--- config.mk ---
export PLATFORM = sky130hd
export DESIGN_NAME = spn64_key_sched
export DESIGN_NICKNAME = d
export VERILOG_FILES = /design/src/sv/spn64_pkg.sv /design/src/sv/spn64_key_sched.sv
export SDC_FILE = /design/constraint.sdc
export NUM_CORES = 1
export LEC_CHECK = 0
export ABC_AREA = 0
export BUFFER_PORTS_ARGS = -buffer_cell sky130_fd_sc_hd__buf_2
export CAP_MARGIN = 20
export CELL_PAD_IN_SITES_DETAIL_PLACEMENT = 0
export CELL_PAD_IN_SITES_GLOBAL_PLACEMENT = 1
export CORE_MARGIN = 2
export CORE_UTILIZATION = 32
export DETAILED_ROUTE_END_ITERATION = 10
export GPL_ROUTABILITY_DRIVEN = 0
export PLACE_DENSITY = 0.88
export SLEW_MARGIN = 10
export SYNTH_ARGS = -nofsm -noshare
export SYNTH_HDL_FRONTEND = slang
export SYNTH_SLANG_ARGS = --single-unit
--- constraint.sdc ---
create_clock -name aclk -period 1.22 [get_ports aclk]
set_input_delay 0.366 -clock aclk [delete_from_list [all_inputs] [get_ports aclk]]
set_output_delay 0.366 -clock aclk [all_outputs]
set_load 0.01 [all_outputs]
--- src/sv/spn64_pkg.sv ---
`timescale 1ns / 1ps
`default_nettype none

package spn64_pkg;

    localparam int unsigned NUM_ROUNDS = 16;
    localparam int unsigned BLOCK_W    = 64;

    localparam logic [BLOCK_W-1:0] KEY_RESET = 64'h3a94d63f98564782;

    typedef enum logic {
        OP_ENCRYPT = 1'b0,
        OP_DECRYPT = 1'b1
    } op_t;

    // control that travels alongside each block through the cell chain
    typedef struct packed {
        logic valid;
        op_t  op;
    } cell_ctl_t;

    // forward substitution table
    localparam logic [0:255][7:0] SBOX = {
        8'h63,8'h7c,8'h77,8'h7b,8'hf2,8'h6b,8'h6f,8'hc5,
        8'h30,8'h01,8'h67,8'h2b,8'hfe,8'hd7,8'hab,8'h76,
        8'hca,8'h82,8'hc9,8'h7d,8'hfa,8'h59,8'h47,8'hf0,
        8'had,8'hd4,8'ha2,8'haf,8'h9c,8'ha4,8'h72,8'hc0,
        8'hb7,8'hfd,8'h93,8'h26,8'h36,8'h3f,8'hf7,8'hcc,
        8'h34,8'ha5,8'he5,8'hf1,8'h71,8'hd8,8'h31,8'h15,
        8'h04,8'hc7,8'h23,8'hc3,8'h18,8'h96,8'h05,8'h9a,
        8'h07,8'h12,8'h80,8'he2,8'heb,8'h27,8'hb2,8'h75,
        8'h09,8'h83,8'h2c,8'h1a,8'h1b,8'h6e,8'h5a,8'ha0,
        8'h52,8'h3b,8'hd6,8'hb3,8'h29,8'he3,8'h2f,8'h84,
        8'h53,8'hd1,8'h00,8'hed,8'h20,8'hfc,8'hb1,8'h5b,
        8'h6a,8'hcb,8'hbe,8'h39,8'h4a,8'h4c,8'h58,8'hcf,
        8'hd0,8'hef,8'haa,8'hfb,8'h43,8'h4d,8'h33,8'h85,
        8'h45,8'hf9,8'h02,8'h7f,8'h50,8'h3c,8'h9f,8'ha8,
        8'h51,8'ha3,8'h40,8'h8f,8'h92,8'h9d,8'h38,8'hf5,
        8'hbc,8'hb6,8'hda,8'h21,8'h10,8'hff,8'hf3,8'hd2,
        8'hcd,8'h0c,8'h13,8'hec,8'h5f,8'h97,8'h44,8'h17,
        8'hc4,8'ha7,8'h7e,8'h3d,8'h64,8'h5d,8'h19,8'h73,
        8'h60,8'h81,8'h4f,8'hdc,8'h22,8'h2a,8'h90,8'h88,
        8'h46,8'hee,8'hb8,8'h14,8'hde,8'h5e,8'h0b,8'hdb,
        8'he0,8'h32,8'h3a,8'h0a,8'h49,8'h06,8'h24,8'h5c,
        8'hc2,8'hd3,8'hac,8'h62,8'h91,8'h95,8'he4,8'h79,
        8'he7,8'hc8,8'h37,8'h6d,8'h8d,8'hd5,8'h4e,8'ha9,
        8'h6c,8'h56,8'hf4,8'hea,8'h65,8'h7a,8'hae,8'h08,
        8'hba,8'h78,8'h25,8'h2e,8'h1c,8'ha6,8'hb4,8'hc6,
        8'he8,8'hdd,8'h74,8'h1f,8'h4b,8'hbd,8'h8b,8'h8a,
        8'h70,8'h3e,8'hb5,8'h66,8'h48,8'h03,8'hf6,8'h0e,
        8'h61,8'h35,8'h57,8'hb9,8'h86,8'hc1,8'h1d,8'h9e,
        8'he1,8'hf8,8'h98,8'h11,8'h69,8'hd9,8'h8e,8'h94,
        8'h9b,8'h1e,8'h87,8'he9,8'hce,8'h55,8'h28,8'hdf,
        8'h8c,8'ha1,8'h89,8'h0d,8'hbf,8'he6,8'h42,8'h68,
        8'h41,8'h99,8'h2d,8'h0f,8'hb0,8'h54,8'hbb,8'h16
    };

    // inverse table, worked out at elaboration from the forward one
    function automatic logic [0:255][7:0] build_sbox_inv();
        logic [0:255][7:0] t;
        t = '0;
        for (int i = 0; i < 256; i++) begin
            t[SBOX[i[7:0]]] = i[7:0];
        end
        return t;
    endfunction

    localparam logic [0:255][7:0] SBOX_INV = build_sbox_inv();

    // key bit permutation, msb-first: output bit i takes input bit KEY_PERM[i]-1
    localparam logic [0:63][6:0] KEY_PERM = {
        7'd57,7'd49,7'd41,7'd33,7'd25,7'd17,7'd9, 7'd8,
        7'd1, 7'd58,7'd50,7'd42,7'd34,7'd26,7'd18,7'd16,
        7'd10,7'd2, 7'd59,7'd51,7'd43,7'd35,7'd27,7'd24,
        7'd19,7'd11,7'd3, 7'd60,7'd52,7'd44,7'd36,7'd32,
        7'd63,7'd55,7'd47,7'd39,7'd31,7'd23,7'd15,7'd40,
        7'd7, 7'd62,7'd54,7'd46,7'd38,7'd30,7'd22,7'd48,
        7'd14,7'd6, 7'd61,7'd53,7'd45,7'd37,7'd29,7'd56,
        7'd21,7'd13,7'd5, 7'd28,7'd20,7'd12,7'd4, 7'd64
    };

    // left shift of the permuted key for each round key
    localparam logic [0:NUM_ROUNDS-1][4:0] KEY_SHIFT = {
        5'd1, 5'd2, 5'd3, 5'd4, 5'd5, 5'd6, 5'd7, 5'd8,
        5'd9, 5'd11,5'd13,5'd15,5'd17,5'd19,5'd21,5'd23
    };

    // byte moves, msb-first positions: result byte p takes operand byte src[p]
    localparam logic [0:7][2:0] BYTE_SRC_FWD = {3'd3,3'd7,3'd6,3'd2,3'd1,3'd5,3'd4,3'd0};
    localparam logic [0:7][2:0] BYTE_SRC_INV = {3'd7,3'd4,3'd3,3'd0,3'd6,3'd5,3'd2,3'd1};

    function automatic logic [BLOCK_W-1:0] permute_key(input logic [BLOCK_W-1:0] k);
        logic [BLOCK_W-1:0] r;
        r = '0;
        for (int i = 0; i < 64; i++) begin
            r[63-i] = k[64-int'(KEY_PERM[i])];
        end
        return r;
    endfunction

    // round key idx of a permuted key; idx NUM_ROUNDS is the key itself
    function automatic logic [BLOCK_W-1:0] round_key(input logic [BLOCK_W-1:0] p,
                                                      input int unsigned idx);
        logic [BLOCK_W-1:0] r;
        r = p;
        if (idx < NUM_ROUNDS) begin
            r = p << KEY_SHIFT[idx];
        end
        return r;
    endfunction

    function automatic logic [BLOCK_W-1:0] sub_bytes_fwd(input logic [BLOCK_W-1:0] x);
        logic [BLOCK_W-1:0] r;
        for (int b = 0; b < 8; b++) begin
            r[8*b +: 8] = SBOX[x[8*b +: 8]];
        end
        return r;
    endfunction

    function automatic logic [BLOCK_W-1:0] sub_bytes_inv(input logic [BLOCK_W-1:0] x);
        logic [BLOCK_W-1:0] r;
        for (int b = 0; b < 8; b++) begin
            r[8*b +: 8] = SBOX_INV[x[8*b +: 8]];
        end
        return r;
    endfunction

    function automatic logic [BLOCK_W-1:0] move_bytes(input logic [BLOCK_W-1:0] x,
                                                       input logic [0:7][2:0] src);
        logic [BLOCK_W-1:0] r;
        for (int p = 0; p < 8; p++) begin
            r[63-8*p -: 8] = x[63-8*int'(src[p]) -: 8];
        end
        return r;
    endfunction

    // each 16-bit lane as a 4x4 bit matrix, transposed; its own inverse
    function automatic logic [BLOCK_W-1:0] transpose_lanes(input logic [BLOCK_W-1:0] x);
        logic [BLOCK_W-1:0] r;
        for (int lane = 0; lane < 4; lane++) begin
            for (int row = 0; row < 4; row++) begin
                for (int col = 0; col < 4; col++) begin
                    r[16*lane + 15 - (4*row + col)] = x[16*lane + 15 - (4*col + row)];
                end
            end
        end
        return r;
    endfunction

endpackage

`default_nettype wire

--- src/sv/spn64_key_sched.sv ---
`timescale 1ns / 1ps
`default_nettype none

module spn64_key_sched (
    input  wire logic                        aclk,
    input  wire logic                        aresetn,
    input  wire logic                        cfg_wen,
    input  wire logic [spn64_pkg::BLOCK_W-1:0] cfg_wdata,
    output logic      [spn64_pkg::BLOCK_W-1:0] perm_key
);
    import spn64_pkg::*;

    logic [BLOCK_W-1:0] key_reg;
    logic [BLOCK_W-1:0] key_next;

    // master key register, loaded by a configuration write
    always_comb begin
        key_next = key_reg;
        if (cfg_wen) begin
            key_next = cfg_wdata;
        end
    end

    always_ff @(posedge aclk) begin
        if (!aresetn) begin
            key_reg <= KEY_RESET;
        end else begin
            key_reg <= key_next;
        end
    end

    // fixed bit permutation; every round key is a shift of this value
    assign perm_key = permute_key(key_reg);

endmodule

`default_nettype wire

**Yosys cells after proc, flatten, opt, wreduce, memory -nomap -nowiden**

Index checks and enable logic that the tools add are counted.

- Flip-flop bits (word level): 64
- Input port bits: 67
- Output and inout bits: 64
- Word-level logic and storage cells: 1

**Depth between registers and ports, before layout**

- Depth after elaboration: 0
- Mapped depth: 4
- Gate-level depth less buffers: 2

**Worst setup path after synthesis**

No wires, ideal clock.

- Kind: in2reg
- Start: in cfg_wen
- End: reg key_reg[10]
- Library setup time: 129 ps
- Arrival: 923 ps
- Required time: 1,091 ps
- Slack: 168 ps
- Stages on the path: 4
- Path buffers: 2
- Path through: buf_6 > buf_6 > mux2i_1 > nand2_1

RTL lines:

| element | RTL line | source |
|---|---|---|
| start: declaration | spn64_key_sched.sv:7 | `input wire logic cfg_wen,` |
| end signal: assignment | spn64_key_sched.sv:28 | `key_reg <= key_next;` |
| end: declaration | spn64_key_sched.sv:13 | `logic [BLOCK_W-1:0] key_reg;` |

**Worst setup path in the final report**

- Start: reg key_reg[0]
- End: out perm_key[0] (netlist name)

RTL lines:

| element | RTL line | source |
|---|---|---|
| end: declaration | spn64_key_sched.sv:9 | `output logic [spn64_pkg::BLOCK_W-1:0] perm_key` |

No word-level cell between the ends.

==> summary.md <==
| Metric | Value |
|---|---|
| Outcome | completed |
| Root buf cell | clkbuf_8 |
| Core Footprint | 0.00721 sq mm |
| First-pass GRT wire length | 8360 um |
| Cell area power density | 1340 mW/mm^2 |
| Detailed-route wire length | 5010 um |
| Finish-stage setup viols | 0 |
| Synth area leaders | dfxtp_1 54%, mux2i_1 27%, nor2b_1 8.7%, nand2_1 4.9%, buf_12 2.5% |
| CTS sink cnt | 64 |
| Chip Width | 90.2 um |
| CP max stage delay | 0.34 ns |
| EDFF count, synth | 0 |
| Post-route insts no fill | 439 |
| Top cells by count, synth | 64 x dfxtp_1, 64 x mux2i_1, 33 x nor2b_1 |
| Syn nets | 273 |
| Final design utilization | 45.3% |
| Clk_skew | 0 ns |
| CTS tree | done |
| Area of the multi-input gates | 963 sq um |
| Fillers | 713 |
| Hold/Removal Path Class | input port to flop |
| Initial Util | 33.0% |
| Htree depth | 3 |
| Area growth from synthesis to layout | 37.4% |
| Crit-path max FO | 2 |
| RSZ-0062 raised after global routing | no |
| Number of flip-flops in the largest register | 64 |
| Seq cells post-synth | 64 |
| Fraction of layout cells with a size suffix above 1 | 44.1% |
| Cell area after synthesis | 0.00238 sq mm |
| CP Capture Type | output port |
| I/O pin count | 131 |
| Total CTS buffers | 9 |
| Startpoint types | flop |
| Antenna Cells | 0 |
| Clock slew at reported path FFs | 0.07 ns |
| Register Area | 0.00128 sq mm |
| Register area share after synthesis | 53.9% |
| Total number of vias | 1877 |
| Syn_area_per_cell | 11.5 sq um |
| DRC Markers | 0 |
| Critical path required time | 0.85 ns |
| # rows | 31 |
| Top-area cell type share of the netlist area | 53.9% |
| Worst Path Class, Setup | flop to output port |
| Hold Fails Final Rpt | 0 |
| Async set-reset flop share out of synthesis | 0% |
| Yosys Warn Count | 0 |
| CP bufs+invs | 1 |
| DIE AREA | 0.00813 sq mm |
| Routed len/inst | 11.4 um |
| Worst slew margin | 83.6% |
| Final Max Slew Viols | 0 |
| Leading area contributor after synthesis | dfxtp_1 |
| Gr ovfl total | 0 |
| Dpl cells | 426 |
| Vias in the first global route | 1839 |
| Detail Route Antenna Nets | 0 |
| Final period util | 95.7% |
| Vias per cell | 4.28 |
| Primary FF master, synth | dfxtp_1 |
| Fmax | 857 MHz |
| CTS Hold Bufs | 0 |
| Worst-Skew Late Latency | 0.32 ns |
| Die H | 90.2 um |
| Total track usage | 12.7% |
| Port bufs | 130 |
| Total negative slack | 0 ns |
| Fin crit period | 1.17 ns |
| Peak supply drop | 0.691 mV |
| CTS max path bufs | 2 |
| Crit-path slowest cell | dfxtp_1 |
| Iteration-0 DRC Markers | 44 |
| Cell variety after synth | 8 |
| Pleak | 1.65 nW |
| CP Data Arrival Time | 0.80 ns |
| Synth Instances | 206 |
| Worst-margin pin slew | 0.245 ns |
| Final Net Count | 405 |
| Crit-path cells | buf_2 |
| Initial antenna violation count | 0 |
| First-pass DRT Iterations | 4 |
| Post-DP HPWL | 3610 um |
| Max-Cap Viols | 0 |
| Largest net degree at the start of global routing | 65 |
| Top delay family on crit path | flip-flops |
-- repair_timing --
item	in CTS	in global routing
setup buffers	0	0
setup endpoints to repair	0	4
resized for setup	0	4
-- cell usage in the layout (no fill, tap or decap) --
cell type	netlist	layout
nand2_1	31	31
nor2b_1	33	33
clkinv_2	0	1
dfxtp_1	64	61
buf_12	3	3
mux2i_1	64	64
buf_4	0	3
clkbuf_8	0	11
buf_6	4	1
buf_2	0	128
dfxtp_2	0	3
clkbuf_1	6	1
-- power breakdown --
part | switching, mW | internal (mW)
sequential | 0.0616 | 2.22
combinational | 0.282 | 0.320
clock | 0.699 | 0.811
-- area by class of cell --
cell class	instances	area share (%)
clock buffers	12	4.75
well taps	99	3.79
flip-flops and latches	64	39.3
clock inverters	1	0.153
multi-input cells	128	29.5
repair buffers	135	22.5
-- per-layer routing --
metal  GRT usage [%]  vias to the layer above  part of all wire, %
met1            14.9                      848                   44
li1                -                      934                    -
met3            5.53                       10                  9.0
met2            20.2                       85                   45
met5               0                        -                    0
met4            5.38                        0                  1.8
-- cells by family (layout without fill, tap and decap cells) --
family        after synthesis  in the layout  share of synthesized area [%]
flops                      64             64                           53.9
mux                        64             64                           26.9
buf+inv                    14            148                           5.58
simple gates               64             64                           13.6
-- metrics by stage --
stage                     power, mW  setup slack, ns  hold slack [ns]  area, sq um
after floorplan                2.67            0.168            0.494         2380
after global placement         2.92            0.105            0.447         3100
after detailed placement       2.93           0.0753            0.455         3100
after CTS                      4.48           0.0274            0.231         3260
after global routing           4.65          0.00321            0.233         3270
final                          4.39           0.0529            0.247         3270
-- path summary, 6_finish.rpt --
| check | startpoint | to | slack (ns) | depth (start not counted) |
|---|---|---|---|---|
| min reg2reg | key_reg[28] | key_reg[28] | 0.47 | 2 |
| min | cfg_wdata[44] | key_reg[44] | 0.25 | 3 |
| max reg2reg | key_reg[42] | key_reg[42] | 0.60 | 2 |
| max | key_reg[0] | perm_key[0] | 0.05 | 1 |
(Power assumes the default switching activity.)
